`src/rtl/assert_macros.svh`:
```
// ---------------------------------------------------------------------------
// Assertion macros
// Shared forms for the concurrent checks in the RTL. Each macro expects
// signals named clk and rst in the module that uses it.
// ---------------------------------------------------------------------------
`ifndef ASSERT_MACROS_SVH
`define ASSERT_MACROS_SVH

// The consequent must hold in the same cycle as the antecedent.
`define CHK_SAME(label, ante, cons, msg) \
  label: assert property (@(posedge clk) disable iff (rst) (ante) |-> (cons)) \
    else $error(msg);

// The consequent must hold in the cycle after the antecedent.
`define CHK_NEXT(label, ante, cons, msg) \
  label: assert property (@(posedge clk) disable iff (rst) (ante) |=> (cons)) \
    else $error(msg);

`endif

```
`src/rtl/cssc_pkg.sv`:
```
// ---------------------------------------------------------------------------
// Compressor speed and status control package
// Register indexes, mode and color codes, speed and duty constants, and the
// flash timing of the system pixel.
// ---------------------------------------------------------------------------
package cssc_pkg;

  localparam int unsigned CFG_INDEX_W = 3;
  localparam int unsigned CFG_DATA_W  = 15;

  localparam logic [CFG_INDEX_W-1:0] REG_MODE          = 3'd0;
  localparam logic [CFG_INDEX_W-1:0] REG_MIN_SPEED     = 3'd1;
  localparam logic [CFG_INDEX_W-1:0] REG_MAX_SPEED     = 3'd2;
  localparam logic [CFG_INDEX_W-1:0] REG_USER_SPEED    = 3'd3;
  localparam logic [CFG_INDEX_W-1:0] REG_SETPOINT_HIGH = 3'd4;
  localparam logic [CFG_INDEX_W-1:0] REG_SETPOINT_LOW  = 3'd5;

  localparam logic [2:0] MODE_OFF  = 3'd0;
  localparam logic [2:0] MODE_MIN  = 3'd1;
  localparam logic [2:0] MODE_MAX  = 3'd2;
  localparam logic [2:0] MODE_USER = 3'd3;
  localparam logic [2:0] MODE_MECH = 3'd4;
  localparam logic [2:0] MODE_BAND = 3'd5;

  localparam logic [2:0] COLOR_RED     = 3'd0;
  localparam logic [2:0] COLOR_CYAN    = 3'd1;
  localparam logic [2:0] COLOR_ORANGE  = 3'd2;
  localparam logic [2:0] COLOR_MAGENTA = 3'd3;
  localparam logic [2:0] COLOR_GREEN   = 3'd4;
  localparam logic [2:0] COLOR_BLUE    = 3'd5;
  localparam logic [2:0] COLOR_YELLOW  = 3'd6;
  localparam logic [2:0] COLOR_NONE    = 3'd7;

  localparam logic [1:0] WIFI_NONE    = 2'd0;
  localparam logic [1:0] WIFI_AP      = 2'd1;
  localparam logic [1:0] WIFI_STATION = 2'd2;
  localparam logic [1:0] WIFI_BOTH    = 2'd3;

  localparam logic [2:0]  RESET_MODE          = MODE_OFF;
  localparam logic [12:0] RESET_MIN_SPEED     = 13'd2000;
  localparam logic [12:0] RESET_MAX_SPEED     = 13'd3500;
  localparam logic [12:0] RESET_USER_SPEED    = 13'd2500;
  localparam logic signed [14:0] RESET_SETPOINT_HIGH = 15'sd500;
  localparam logic signed [14:0] RESET_SETPOINT_LOW  = 15'sd300;

  localparam int unsigned SPEED_FLOOR   = 2000;
  localparam int unsigned SPEED_CEIL    = 3500;
  localparam int unsigned SPEED_SPAN    = 1500;
  localparam int unsigned DUTY_AT_FLOOR = 244;
  localparam int unsigned DUTY_AT_CEIL  = 85;

  // The rounded-up quotient (d*159 + 1499) / 1500 is formed as one product
  // with the reciprocal 2^29/1500 rounded up, which is exact for d <= 1500.
  localparam int unsigned  DUTY_SHIFT = 29;
  localparam longint unsigned DUTY_RECIP =
    ((64'd1 << DUTY_SHIFT) + SPEED_SPAN - 1) / SPEED_SPAN;
  localparam longint unsigned DUTY_MULT =
    (DUTY_AT_FLOOR - DUTY_AT_CEIL) * DUTY_RECIP;
  localparam longint unsigned DUTY_BIAS = (SPEED_SPAN - 1) * DUTY_RECIP;
  localparam int unsigned DUTY_PROD_W = 38;

  localparam int unsigned FLASH_CYCLE_MS = 4000;
  localparam int unsigned FLASH_STEP_MS  = 250;

endpackage

```
`src/rtl/compressor_speed_and_status_control_top.sv`:
```
// ---------------------------------------------------------------------------
// Compressor speed and status control
// Per control tick: picks the compressor speed from the mode, derives the PWM
// duty, and drives the system and state pixel colors with error flashing.
//
//   channel  handshake            payload
//   -------  -------------------  ------------------------------------------
//   input    in_valid / in_stall  now_ms .. force_refresh, one tick request
//   output   out_valid/out_stall  speed .. show_pixels, one result request
//   config   cfg_write_en         cfg_index, cfg_data
//
// One request is taken every cycle while in_stall is low; its result is offered
// once the logic pass behind the input register lands in the result register.
// Reset restores the register defaults and clears speed, error and flash state;
// the shown colors reset to none shown.
// in_stall rises only while the input register is full and the result
// register holds a stalled result.
// ---------------------------------------------------------------------------
`include "assert_macros.svh"

module compressor_speed_and_status_control_top (
  input  logic                                clk,
  input  logic                                rst,
  input  logic                                cfg_write_en,
  input  logic [cssc_pkg::CFG_INDEX_W-1:0]    cfg_index,
  input  logic [cssc_pkg::CFG_DATA_W-1:0]     cfg_data,
  input  logic                                in_valid,
  output logic                                in_stall,
  input  logic [31:0]                         now_ms,
  input  logic                                power_on,
  input  logic                                fan_on,
  input  logic                                diag_on,
  input  logic                                mech_therm,
  input  logic signed [14:0]                  fridge_temp,
  input  logic                                temp_error,
  input  logic                                log_error,
  input  logic                                wifi_enabled,
  input  logic [1:0]                          wifi_status,
  input  logic                                hold_speed,
  input  logic                                force_refresh,
  output logic                                out_valid,
  input  logic                                out_stall,
  output logic [11:0]                         speed,
  output logic [7:0]                          duty_cycle,
  output logic                                compressor_on,
  output logic [2:0]                          system_color,
  output logic [2:0]                          state_color,
  output logic                                show_pixels
);

  typedef struct packed {
    logic [31:0]        now_ms;
    logic               power_on;
    logic               fan_on;
    logic               diag_on;
    logic               mech_therm;
    logic signed [14:0] fridge_temp;
    logic               temp_error;
    logic               log_error;
    logic               wifi_enabled;
    logic [1:0]         wifi_status;
    logic               hold_speed;
    logic               force_refresh;
  } tick_t;

  logic [2:0]         mode;
  logic [12:0]        min_speed;
  logic [12:0]        max_speed;
  logic [12:0]        user_speed;
  logic signed [14:0] setpoint_high;
  logic signed [14:0] setpoint_low;

  logic [11:0] current_speed;
  logic [1:0]  current_error_code;
  logic [31:0] flash_cycle_start;
  logic [2:0]  shown_system_color;
  logic [2:0]  shown_state_color;

  logic  tick_valid;
  tick_t tick;
  logic  advance;
  logic  accept;

  logic [12:0] rpm_req;
  logic [11:0] current_speed_next;
  logic [1:0]  current_error_code_next;
  logic [31:0] flash_cycle_start_next;
  logic [31:0] start_after_code;
  logic [31:0] since_ms;
  logic [10:0] flash_limit;
  logic        flash_red;
  logic [2:0]  sys_color_next;
  logic [2:0]  st_color_next;
  logic        sys_changed;
  logic        st_changed;
  logic [10:0] speed_offset;
  logic [cssc_pkg::DUTY_PROD_W-1:0] duty_prod;
  logic [7:0]  duty_step;
  logic [7:0]  duty_cycle_next;

  assign advance  = tick_valid && (!out_valid || !out_stall);
  assign in_stall = tick_valid && !advance;
  assign accept   = in_valid && !in_stall;

  always_ff @(posedge clk) begin
    if (rst) begin
      mode          <= cssc_pkg::RESET_MODE;
      min_speed     <= cssc_pkg::RESET_MIN_SPEED;
      max_speed     <= cssc_pkg::RESET_MAX_SPEED;
      user_speed    <= cssc_pkg::RESET_USER_SPEED;
      setpoint_high <= cssc_pkg::RESET_SETPOINT_HIGH;
      setpoint_low  <= cssc_pkg::RESET_SETPOINT_LOW;
    end else if (cfg_write_en) begin
      unique case (cfg_index)
        cssc_pkg::REG_MODE:          mode          <= cfg_data[2:0];
        cssc_pkg::REG_MIN_SPEED:     min_speed     <= cfg_data[12:0];
        cssc_pkg::REG_MAX_SPEED:     max_speed     <= cfg_data[12:0];
        cssc_pkg::REG_USER_SPEED:    user_speed    <= cfg_data[12:0];
        cssc_pkg::REG_SETPOINT_HIGH: setpoint_high <= $signed(cfg_data);
        cssc_pkg::REG_SETPOINT_LOW:  setpoint_low  <= $signed(cfg_data);
        default: ;
      endcase
    end
  end

  always_ff @(posedge clk) begin
    if (rst) begin
      tick_valid <= 1'b0;
    end else if (accept) begin
      tick_valid <= 1'b1;
    end else if (advance) begin
      tick_valid <= 1'b0;
    end
  end

  always_ff @(posedge clk) begin
    if (accept) begin
      tick.now_ms        <= now_ms;
      tick.power_on      <= power_on;
      tick.fan_on        <= fan_on;
      tick.diag_on       <= diag_on;
      tick.mech_therm    <= mech_therm;
      tick.fridge_temp   <= fridge_temp;
      tick.temp_error    <= temp_error;
      tick.log_error     <= log_error;
      tick.wifi_enabled  <= wifi_enabled;
      tick.wifi_status   <= wifi_status;
      tick.hold_speed    <= hold_speed;
      tick.force_refresh <= force_refresh;
    end
  end

  always_comb begin
    rpm_req = '0;
    if (tick.power_on) begin
      unique case (mode)
        cssc_pkg::MODE_MIN:  rpm_req = min_speed;
        cssc_pkg::MODE_MAX:  rpm_req = max_speed;
        cssc_pkg::MODE_USER: rpm_req = user_speed;
        cssc_pkg::MODE_MECH: rpm_req = tick.mech_therm ? user_speed : '0;
        cssc_pkg::MODE_BAND: begin
          if (tick.fridge_temp > setpoint_high) begin
            rpm_req = user_speed;
          end else if (tick.fridge_temp < setpoint_low) begin
            rpm_req = '0;
          end else begin
            rpm_req = {1'b0, current_speed};
          end
        end
        default: rpm_req = '0;
      endcase
    end

    if (tick.hold_speed) begin
      current_speed_next = current_speed;
    end else if (rpm_req == '0) begin
      current_speed_next = '0;
    end else if (rpm_req > 13'(cssc_pkg::SPEED_CEIL)) begin
      current_speed_next = 12'(cssc_pkg::SPEED_CEIL);
    end else if (rpm_req < 13'(cssc_pkg::SPEED_FLOOR)) begin
      current_speed_next = 12'(cssc_pkg::SPEED_FLOOR);
    end else begin
      current_speed_next = rpm_req[11:0];
    end
  end

  always_comb begin
    speed_offset = 11'(current_speed_next - 12'(cssc_pkg::SPEED_FLOOR));
    duty_prod = cssc_pkg::DUTY_PROD_W'(speed_offset)
                * cssc_pkg::DUTY_PROD_W'(cssc_pkg::DUTY_MULT)
                + cssc_pkg::DUTY_PROD_W'(cssc_pkg::DUTY_BIAS);
    duty_step = 8'(duty_prod >> cssc_pkg::DUTY_SHIFT);
    if (current_speed_next == '0) begin
      duty_cycle_next = '0;
    end else begin
      duty_cycle_next = 8'(cssc_pkg::DUTY_AT_FLOOR) - duty_step;
    end
  end

  always_comb begin
    current_error_code_next = {tick.log_error, tick.temp_error};
    if (current_error_code_next != current_error_code) begin
      start_after_code = tick.now_ms;
    end else begin
      start_after_code = flash_cycle_start;
    end
    if (current_error_code_next != '0 &&
        (tick.now_ms - start_after_code) > 32'(cssc_pkg::FLASH_CYCLE_MS)) begin
      flash_cycle_start_next = tick.now_ms;
    end else begin
      flash_cycle_start_next = start_after_code;
    end
    since_ms    = tick.now_ms - flash_cycle_start_next;
    flash_limit = 11'(current_error_code_next) * 11'(2 * cssc_pkg::FLASH_STEP_MS);
    flash_red   = (current_error_code_next != '0) && (since_ms < 32'(flash_limit)) &&
                  ((since_ms >= 32'(1 * cssc_pkg::FLASH_STEP_MS) &&
                    since_ms <  32'(2 * cssc_pkg::FLASH_STEP_MS)) ||
                   (since_ms >= 32'(3 * cssc_pkg::FLASH_STEP_MS) &&
                    since_ms <  32'(4 * cssc_pkg::FLASH_STEP_MS)) ||
                   (since_ms >= 32'(5 * cssc_pkg::FLASH_STEP_MS) &&
                    since_ms <  32'(6 * cssc_pkg::FLASH_STEP_MS)));

    if (!tick.wifi_enabled) begin
      sys_color_next = cssc_pkg::COLOR_CYAN;
    end else begin
      unique case (tick.wifi_status)
        cssc_pkg::WIFI_BOTH:    sys_color_next = cssc_pkg::COLOR_ORANGE;
        cssc_pkg::WIFI_AP:      sys_color_next = cssc_pkg::COLOR_MAGENTA;
        cssc_pkg::WIFI_STATION: sys_color_next = cssc_pkg::COLOR_GREEN;
        cssc_pkg::WIFI_NONE:    sys_color_next = cssc_pkg::COLOR_RED;
        default:                sys_color_next = cssc_pkg::COLOR_RED;
      endcase
    end
    if (flash_red) begin
      sys_color_next = cssc_pkg::COLOR_RED;
    end

    priority if (tick.diag_on) begin
      st_color_next = cssc_pkg::COLOR_RED;
    end else if (current_speed_next != '0) begin
      st_color_next = cssc_pkg::COLOR_BLUE;
    end else if (tick.fan_on) begin
      st_color_next = cssc_pkg::COLOR_YELLOW;
    end else if (tick.power_on) begin
      st_color_next = cssc_pkg::COLOR_GREEN;
    end else begin
      st_color_next = cssc_pkg::COLOR_RED;
    end

    sys_changed = tick.force_refresh || (shown_system_color != sys_color_next);
    st_changed  = tick.force_refresh || (shown_state_color != st_color_next);
  end

  always_ff @(posedge clk) begin
    if (rst) begin
      current_speed      <= '0;
      current_error_code <= '0;
      flash_cycle_start  <= '0;
      shown_system_color <= cssc_pkg::COLOR_NONE;
      shown_state_color  <= cssc_pkg::COLOR_NONE;
    end else if (advance) begin
      current_speed      <= current_speed_next;
      current_error_code <= current_error_code_next;
      flash_cycle_start  <= flash_cycle_start_next;
      shown_system_color <= sys_color_next;
      shown_state_color  <= st_color_next;
    end
  end

  always_ff @(posedge clk) begin
    if (rst) begin
      out_valid <= 1'b0;
    end else if (advance) begin
      out_valid <= 1'b1;
    end else if (!out_stall) begin
      out_valid <= 1'b0;
    end
  end

  always_ff @(posedge clk) begin
    if (advance) begin
      speed         <= current_speed_next;
      duty_cycle    <= duty_cycle_next;
      compressor_on <= (current_speed_next != '0);
      system_color  <= sys_color_next;
      state_color   <= st_color_next;
      show_pixels   <= sys_changed || st_changed;
    end
  end

  `CHK_SAME(a_stall_only_when_blocked, in_stall, out_valid && out_stall && tick_valid,
            "input stalled while the result register could take a request")
  `CHK_NEXT(a_advance_fills_result, advance, out_valid,
            "result register empty after a request advanced")
  `CHK_SAME(a_speed_in_band, out_valid && compressor_on,
            speed >= 12'(cssc_pkg::SPEED_FLOOR) && speed <= 12'(cssc_pkg::SPEED_CEIL),
            "running speed outside the allowed band")
  `CHK_SAME(a_duty_tracks_speed, out_valid,
            (duty_cycle == '0) == (speed == '0) && compressor_on == (speed != '0),
            "duty or indicator disagrees with the speed")
  `CHK_SAME(a_blue_means_running, out_valid && !compressor_on,
            state_color != cssc_pkg::COLOR_BLUE,
            "state pixel shows running while the compressor is stopped")

endmodule

```
`config.mk`:
```
export PLATFORM = sky130hd
export DESIGN_NAME = compressor_speed_and_status_control_top
export DESIGN_NICKNAME = d
export VERILOG_FILES = /design/src/rtl/cssc_pkg.sv /design/src/rtl/compressor_speed_and_status_control_top.sv
export VERILOG_INCLUDE_DIRS = /design/src /design/src/rtl
export SDC_FILE = /design/constraint.sdc
export NUM_CORES = 1
export LEC_CHECK = 0
export BUFFER_PORTS_ARGS = -buffer_cell sky130_fd_sc_hd__buf_4
export CAP_MARGIN = 20
export CORE_MARGIN = 4
export CORE_UTILIZATION = 63
export DETAILED_ROUTE_END_ITERATION = 8
export PLACE_DENSITY = 0.91
export SYNTH_ARGS = -nofsm -noshare
export SYNTH_HDL_FRONTEND = slang
export SYNTH_SLANG_ARGS = --single-unit
```
`constraint.sdc`:
```
create_clock -name clk -period 15.6 [get_ports clk]
set_input_delay 3.12 -clock clk [delete_from_list [all_inputs] [get_ports clk]]
set_output_delay 3.12 -clock clk [all_outputs]
set_load 0.01 [all_outputs]
```
==> results of run 1 <==
## power by group through the flow
stage | clock, uW | combinational (uW) | sequential (uW)
after global placement | 0 | 1320 | 660
after detailed placement | 0 | 1370 | 662
final | 586 | 1420 | 651
after floorplan | 0 | 1030 | 660
after global routing | 612 | 1570 | 654
after CTS | 589 | 1380 | 650
## cell families (layout without fill, tap and decap cells)
group | Yosys count | after routing | synth area share (%)
multiplexers | 90 | 90 | 4.715
flip-flops | 212 | 212 | 26.50
buffers and inverters | 311 | 405 | 6.092
adder cells (fa/ha/maj) | 289 | 289 | 21.26
XOR/XNOR | 62 | 62 | 2.819
AO/OA/AOI/OAI | 609 | 609 | 21.29
AND/OR/NAND/NOR | 689 | 689 | 17.33
## metrics by stage
stage / setup WS (ps) / instance area, sq um
after floorplan: 4502 / 19270
after global placement: 3016 / 20420
after CTS: 2436 / 21220
after global routing: 1459 / 21260
final: 2256 / 21260
after detailed placement: 2509 / 20420
## synth_stat cells (10+ instances only)
| cell type | instances | area share (%) |
|---|---|---|
| sky130_fd_sc_hd__nand2_1 | 247 | 4.8 |
| sky130_fd_sc_hd__inv_1 | 237 | 4.6 |
| sky130_fd_sc_hd__ha_1 | 225 | 15 |
| sky130_fd_sc_hd__a21oi_1 | 158 | 4.1 |
| sky130_fd_sc_hd__nor2_1 | 147 | 2.9 |
| sky130_fd_sc_hd__dfxtp_1 | 126 | 13 |
| sky130_fd_sc_hd__o21ai_0 | 114 | 3.0 |
| sky130_fd_sc_hd__edfxtp_1 | 86 | 13 |
| sky130_fd_sc_hd__mux2i_1 | 84 | 4.4 |
| sky130_fd_sc_hd__clkbuf_1 | 64 | 1.2 |
| sky130_fd_sc_hd__fa_1 | 64 | 6.7 |
| sky130_fd_sc_hd__a21o_1 | 54 | 2.1 |
| sky130_fd_sc_hd__nand3_1 | 45 | 1.2 |
| sky130_fd_sc_hd__nor3_1 | 45 | 1.2 |
| sky130_fd_sc_hd__xnor2_1 | 43 | 2.0 |
| sky130_fd_sc_hd__and2_1 | 42 | 1.4 |
| sky130_fd_sc_hd__a211oi_1 | 32 | 1.2 |
| sky130_fd_sc_hd__nand2b_1 | 29 | 0.94 |
| sky130_fd_sc_hd__o21a_1 | 28 | 1.1 |
| sky130_fd_sc_hd__nor2b_1 | 25 | 0.81 |
| sky130_fd_sc_hd__o211ai_1 | 24 | 0.94 |
| sky130_fd_sc_hd__xor2_1 | 19 | 0.86 |
| sky130_fd_sc_hd__a22oi_1 | 18 | 0.70 |
| sky130_fd_sc_hd__a31oi_1 | 18 | 0.58 |
| sky130_fd_sc_hd__nand4_1 | 17 | 0.55 |
| sky130_fd_sc_hd__or3_1 | 16 | 0.52 |
| sky130_fd_sc_hd__and3_1 | 15 | 0.49 |
| sky130_fd_sc_hd__o31ai_1 | 15 | 0.58 |
| sky130_fd_sc_hd__nor4_1 | 12 | 0.39 |
| sky130_fd_sc_hd__o2111ai_1 | 11 | 0.50 |
| sky130_fd_sc_hd__a211o_1 | 10 | 0.45 |
| sky130_fd_sc_hd__a21boi_0 | 10 | 0.39 |
## per-layer routing
layer	part of all wire (%)	wire (um)
met1	43	23250
met3	7.6	4124
met2	46	24900
met5	0	0
met4	3.2	1730
## worst max-delay path: cells and delay by family (launching register included)
kind | cells | cell delay, ps
adder cells (fa/ha/maj) | 9 | 3690
XOR/XNOR | 3 | 1480
flip-flops | 1 | 390
AO/OA/AOI/OAI | 12 | 3180
AND/OR/NAND/NOR | 14 | 4310
buffers and inverters | 2 | 110
## registers in the layout, summed over array words and instances (netlist names), 2 cells and up
name / count
user_speed: 13
tick: 56
setpoint_high: 15
state_color: 3
duty_cycle: 8
flash_cycle_start: 32
speed: 12
mode: 3
min_speed: 13
setpoint_low: 15
shown_system_color: 3
shown_state_color: 3
current_error_code_next: 2
current_error_code: 2
current_speed: 12
system_color: 3
max_speed: 13
## area by class of cell
cell class / count / area, sq um / share of cell area (%)
clock buffer: 29 / 628.1 / 2.955
tap: 390 / 488.0 / 2.296
clock inverter: 13 / 173.9 / 0.8182
multi-input combinational: 1739 / 13020 / 61.23
sequential: 212 / 5105 / 24.02
timing repair buffer: 124 / 948.4 / 4.462
inverter: 239 / 897.1 / 4.220
## final timing paths
check | slack (ps) | cells past startpoint | end | from
max | 2260 | 40 | duty_cycle[6] | tick[21]
min | 460 | 2 | setpoint_high[3] | setpoint_high[3]
max reg2reg | 2260 | 40 | duty_cycle[6] | tick[21]
min reg2reg | 460 | 2 | setpoint_high[3] | setpoint_high[3]
==> reports/qor.csv, run 1 <==
stage,metric,value,unit
setup_path,CP Capture Type,flip-flop,
global_routing,global-route usage over all layers,31.34,%
clocking,clock latency of the later-clocked register in the worst-skew pair,540,ps
logic_synthesis,synthesis-stage register bit count,212,
route,routed vias,17620,
setup_path,type of origin of the critical path,flip-flop,
route,average wire per standard cell,19.67,um
final_layout,core occupancy in the finished layout,71.15,%
route,TritonRoute pass-1 iters,8,
pwr,Int Power,1529,uW
clocking,hold_buf cts,0,
floorplanning,Site Rows,63,
route,final WL,54.00,mm
final_layout,layout cell share with drive strength beyond 1,8.744,%
setup_path,standard cell with the maximum stage delay on the critical path,sky130_fd_sc_hd__a311oi_2,
final_layout,"leading cell type in the layout, fill and taps excluded",sky130_fd_sc_hd__nand2_1,
timing,post-route minimum period,13340,ps
global_routing,antenna violations before repair,0,
logic_synthesis,Synthesized Nets,2632,
timing,Slew HR,28.56,%
logic_synthesis,top_reg_cell synth,sky130_fd_sc_hd__dfxtp_1,
pwr,P_sw,1124,uW
setup_path,stage delay of the slowest cell on the critical path,870,ps
final_layout,number of fillers in the final layout,2259,
clocking,TritonCTS clock tree,built,
final_layout,highest-count cells in the layout ignoring fill and taps,"245 x sky130_fd_sc_hd__nand2_1, 236 x sky130_fd_sc_hd__inv_1, 225 x sky130_fd_sc_hd__ha_1",
clocking,# Post-CTS Setup Buffers,0,
clocking,TritonCTS buffer count,23,
logic_synthesis,Syn Inst Count,2262,
timing,clock tree skew after final layout,17.14,ps
run,reported max-cap violation count,0,
floorplanning,effective utilization at floorplan,64.49,%
outcome,status,completed,
timing,number of endpoints with negative hold slack in the final report,0,
pwr,Logic pwr share,53.4,%
pwr,power per unit of standard cell area,124.8,nW/um^2
timing,pins over their slew limit,0,
logic_synthesis,post-synth cell types,90,
floorplanning,height of the die,182.9,um
setup_path,required time worst endpoint,15980,ps
global_routing,global route overflow,0,
global_routing,met1 Use GR,43.31,%
global_routing,routing usage on met2,52.33,%
timing,setup TNS after final layout,0,ps
route,remaining antenna violation count,0,
floorplanning,# IOs,111,
global_routing,via count of the first global-routing pass,17200,
setup_path,arrival time worst endpoint,13720,ps
timing,setup violation total in the final timing report,0,
hold_path,path class of the lowest-slack min-delay path,flip-flop to flip-flop,
floorplanning,die area,33440,sq um
timing,RSZ-0062 raised after global routing,false,
final_layout,post-synthesis to final-layout area growth,10.33,%
floorplanning,CORE AREA,29870,sq um
logic_synthesis,Mapped Avg Cell Area,8.517,sq um
logic_synthesis,Yosys warning count,0,
logic_synthesis,post-synthesis instance area,19270,sq um
global_routing,largest net degree at the start of global routing,74,
final_layout,"non-filler cells, final",2746,
clocking,number of clock sinks seen by CTS,212,
global_routing,global routing's busiest layer,met2,
pwr,"IR drop worst, VDD",0.1031,mV
final_layout,# diodes,0,
pwr,fraction of power consumed by sequential logic,24.5,%
clocking,# H-tree levels,1,
placement,Routability Congestion,0.9951,
global_routing,global-route wire length before repair,87.07,mm
route,remaining design rule violation count,0,
pwr,static leakage,0.009682,uW
clocking,clock slew at reported path FFs,70,ps
placement,HPWL after detailed placement,41.07,mm
timing,ratio of final minimum period to clock period,85.54,%
clocking,"Gates resized, CTS repair",0,
logic_synthesis,number of enable flip-flop cells after synthesis,86,
pwr,clock group share of total power,22.1,%
timing,worst hold margin,458.5,ps
logic_synthesis,"FFs w/ async S/R, synth",0,%
setup_path,library cell appearing most often on the critical path,sky130_fd_sc_hd__ha_1,
setup_path,maximum fanout along the worst path,11,
global_routing,met3 track utilization from global routing,3.868,%
route,via-per-instance ratio,6.416,
route,number of DRC markers in iteration 0,1675,
timing,upper clock frequency limit,74.94,MHz
placement,PortBufs,110,
clocking,number of buffers between clock root and the deepest sink,3,
pwr,Sw Share,42.38,%
floorplanning,die boundary width,182.9,um
setup_path,Critical Setup Path Class,flip-flop to flip-flop,
pwr,Total Power Consumption,2653,uW
clocking,CTS root buffer,sky130_fd_sc_hd__clkbuf_16,
placement,placed cells,2702,
timing,worst slew pin tran,1062,ps
logic_synthesis,sequential area share after synthesis,26.50,%
final_layout,NumNets Final,2709,
Power figures use the tool's default switching activity.
==> inputs of run 2 (changes only) <==
ABC_AREA = 1   (was default)
SKIP_LAST_GASP = 1   (was default)
==> run 2 against run 1 <==
  * Die area is 0.56% lower
  * Clock power grew 4.6%
  * Global-route usage up 0.54 points
  * Sequential power is 7.8% higher
  * Sequential cell count unchanged
  * Design area shrank 0.16%
  * Cell count rose by 11%
==> reports/qor.csv, run 2 <==
stage,metric,value,unit
outcome,status,completed,
logic_synthesis,top cell type by total area after synthesis,sky130_fd_sc_hd__ha_1,
timing,worst slew pin tran,983.7,ps
setup_path,Critical R2R Launch,tick[12],
logic_synthesis,synth cell count leaders,"518 x sky130_fd_sc_hd__nand2_1, 414 x sky130_fd_sc_hd__inv_1, 225 x sky130_fd_sc_hd__ha_1, 196 x sky130_fd_sc_hd__nor2_1, 177 x sky130_fd_sc_hd__a21oi_1",
route,remaining antenna violation count,0,
logic_synthesis,synthesis-stage register bit count,212,
setup_path,maximum fanout along the worst path,14,
final_layout,"leading cell type in the layout, fill and taps excluded",sky130_fd_sc_hd__nand2_1,
setup_path,r2r endpoint,duty_cycle[6],
route,average wire per standard cell,17.54,um
timing,ratio of final minimum period to clock period,65.82,%
setup_path,arrival time worst endpoint,10570,ps
pwr,"IR drop worst, VDD",0.3204,mV
logic_synthesis,Synth Area in Simple Gates,22.18,%
final_layout,area taken by flip-flops and latches,5105,sq um
final_layout,NumNets Final,3015,
setup_path,Register-to-Register Path Depth,55,
clocking,"Gates resized, CTS repair",0,
floorplanning,CORE AREA,29800,sq um
logic_synthesis,top_reg_cell synth,sky130_fd_sc_hd__dfxtp_1,
route,number of DRC markers in iteration 0,1776,
final_layout,number of flip-flops in the largest register,56,
timing,worst hold margin,464.6,ps
hold_path,terminating pin of the worst hold path,setpoint_low[9],
logic_synthesis,post-synthesis instance area,19150,sq um
timing,setup violation total in the final timing report,0,
logic_synthesis,Synth Area in Compound Gates,14.87,%
logic_synthesis,sequential area share after synthesis,26.65,%
clocking,number of buffers between clock root and the deepest sink,3,
clocking,clock latency of the later-clocked register in the worst-skew pair,560,ps
setup_path,flop-to-flop setup slack,5330,ps
setup_path,standard cell with the maximum stage delay on the critical path,sky130_fd_sc_hd__xor2_1,
run,reported max-cap violation count,0,
route,via-per-instance ratio,5.848,
global_routing,global-route usage over all layers,31.88,%
logic_synthesis,"FFs w/ async S/R, synth",0,%
final_layout,# diodes,0,
setup_path,CP Capture Type,flip-flop,
setup_path,type of origin of the critical path,flip-flop,
setup_path,stage delay of the slowest cell on the critical path,550,ps
timing,pins over their slew limit,0,
final_layout,area used by multi-input combinational logic,12270,sq um
logic_synthesis,number of enable flip-flop cells after synthesis,86,
clocking,TritonCTS buffer count,25,
clocking,CTS root buffer,sky130_fd_sc_hd__clkbuf_16,
timing,RSZ-0062 raised after global routing,false,
timing,clock tree skew after final layout,16.04,ps
logic_synthesis,Mapped Avg Cell Area,7.503,sq um
logic_synthesis,Syn Inst Count,2553,
setup_path,cell class contributing the biggest share of worst-path delay,simple AND/OR/NAND/NOR gates,
clocking,hold_buf cts,0,
setup_path,required time worst endpoint,15900,ps
floorplanning,Site Rows,63,
timing,upper clock frequency limit,97.39,MHz
timing,number of endpoints with negative hold slack in the final report,0,
floorplanning,# IOs,111,
final_layout,registers with the highest flip-flop counts,"tick: 56 flops, flash_cycle_start: 32 flops",
floorplanning,effective utilization at floorplan,64.29,%
route,TritonRoute pass-1 iters,6,
floorplanning,die area,33260,sq um
logic_synthesis,proportion of netlist area held by the largest area contributor,14.70,%
timing,Slew HR,34.18,%
placement,Routability Congestion,0.9680,
global_routing,global route overflow,0,
route,remaining design rule violation count,0,
final_layout,core occupancy in the finished layout,71.22,%
setup_path,Critical Setup Path Class,flip-flop to flip-flop,
global_routing,antenna violations before repair,2,
logic_synthesis,Synth Area in XOR/XNOR,4.017,%
timing,post-route minimum period,10270,ps
logic_synthesis,Yosys warning count,0,
hold_path,path class of the lowest-slack min-delay path,flip-flop to flip-flop,
hold_path,Worst Hold Launch,setpoint_low[9],
logic_synthesis,dominant cell by count in the synthesized netlist,sky130_fd_sc_hd__nand2_1,
floorplanning,die boundary width,182.4,um
pwr,static leakage,0.01058,uW
clocking,TritonCTS clock tree,built,
floorplanning,height of the die,182.4,um
logic_synthesis,area share of fa/ha/maj cells after synthesis,21.39,%
final_layout,layout cell share with drive strength beyond 1,8.709,%
final_layout,highest-count cells in the layout ignoring fill and taps,"516 x sky130_fd_sc_hd__nand2_1, 413 x sky130_fd_sc_hd__inv_1, 225 x sky130_fd_sc_hd__ha_1",
final_layout,largest register by flop count,tick,
logic_synthesis,multiplexer area fraction after synthesis,1.515,%
clocking,number of clock sinks seen by CTS,212,
logic_synthesis,leading cell types by total area after synthesis,"sky130_fd_sc_hd__ha_1 15%, sky130_fd_sc_hd__edfxtp_1 13%, sky130_fd_sc_hd__dfxtp_1 13%",
logic_synthesis,post-synth cell types,62,
clocking,# H-tree levels,1,
clocking,clock slew at reported path FFs,70,ps
timing,setup TNS after final layout,0,ps
setup_path,Buf/Inv on CP,4,
placement,HPWL after detailed placement,41.82,mm
final_layout,number of fillers in the final layout,2367,
global_routing,global-route wire length before repair,87.93,mm
setup_path,library cell appearing most often on the critical path,sky130_fd_sc_hd__nand2_1,
logic_synthesis,combinational family with the most area after synthesis,simple AND/OR/NAND/NOR gates,
global_routing,via count of the first global-routing pass,17540,
final_layout,post-synthesis to final-layout area growth,10.79,%
route,routed vias,17860,
pwr,power per unit of standard cell area,223.3,nW/um^2
route,final WL,53.57,mm
global_routing,largest net degree at the start of global routing,79,
hold_path,Hold Path Stages,2,
placement,PortBufs,110,
logic_synthesis,Synthesized Nets,2923,
clocking,# Post-CTS Setup Buffers,0,
## run 2: cell types whose count changed in the layout (fill, tap and decap cells not counted), sizes merged, moves of 30 or more
cell and delta:
a21o -41, and2 -36, inv +178, mux2i -55, nand2 +291, nand3 +78
nor2 +58, o211ai +34, o21ai +63, xor2 +30
## run 2: layout make-up
type / instances / area share [%]
clock buffers: 36 / 3.620
clock inverters: 10 / 0.4953
inverters: 419 / 7.417
multi-input cells: 1870 / 57.80
flip-flops and latches: 212 / 24.06
well taps: 390 / 2.299
repair buffers: 117 / 4.316
## run 2: tightest hold or removal path, stage by stage, from the launching register on
cell and delay, ps:
sky130_fd_sc_hd__dfxtp_1 290, sky130_fd_sc_hd__inv_1 60, sky130_fd_sc_hd__a21oi_1 60
## run 2: metal layers
metal | routed length [um] | share of wire [%] | vias up | global-route usage (%)
li1 | - | - | 8674 | -
met1 | 23000 | 43 | 8215 | 43.77
met2 | 23980 | 45 | 813 | 51.38
met3 | 4604 | 8.6 | 153 | 5.422
met4 | 1943 | 3.6 | 4 | 10.75
met5 | 33 | 0.062 | - | 0
## run 2: worst max-delay path by stage
stage	start	endpoint	slack [ps]	cells after the start
CTS	tick[21]	duty_cycle[6]	5420	53
global placement	tick[21]	duty_cycle[6]	5790	55
global route	tick[13]	duty_cycle[6]	4320	56
finish	tick[12]	duty_cycle[6]	5330	55
floorplan	tick[21]	duty_cycle[6]	6810	59
detailed placement	tick[21]	duty_cycle[6]	5470	55
## run 2: cell families after synthesis
kind of cell / after synthesis
buf+inv: 471
xor+xnor: 87
fa+ha+maj: 289
compound gates: 491
simple gates: 974
mux: 29
flops: 212
## run 2: where the power goes
part           switching, uW  leakage, uW  internal (uW)
clock                    251     0.000433            362
sequential              23.9      0.00186            679
combinational           2230      0.00828           1200
## run 2: stage by stage
step	power [uW]	worst slack, ps	std cells	area (sq um)
floorplan	3267	6815	2553	19150
CTS	4671	5419	3051	21160
detailed placement	4026	5473	3005	20290
finish	4739	5332	3054	21220
global route	5222	4319	3054	21220
global placement	3905	5787	3005	20290
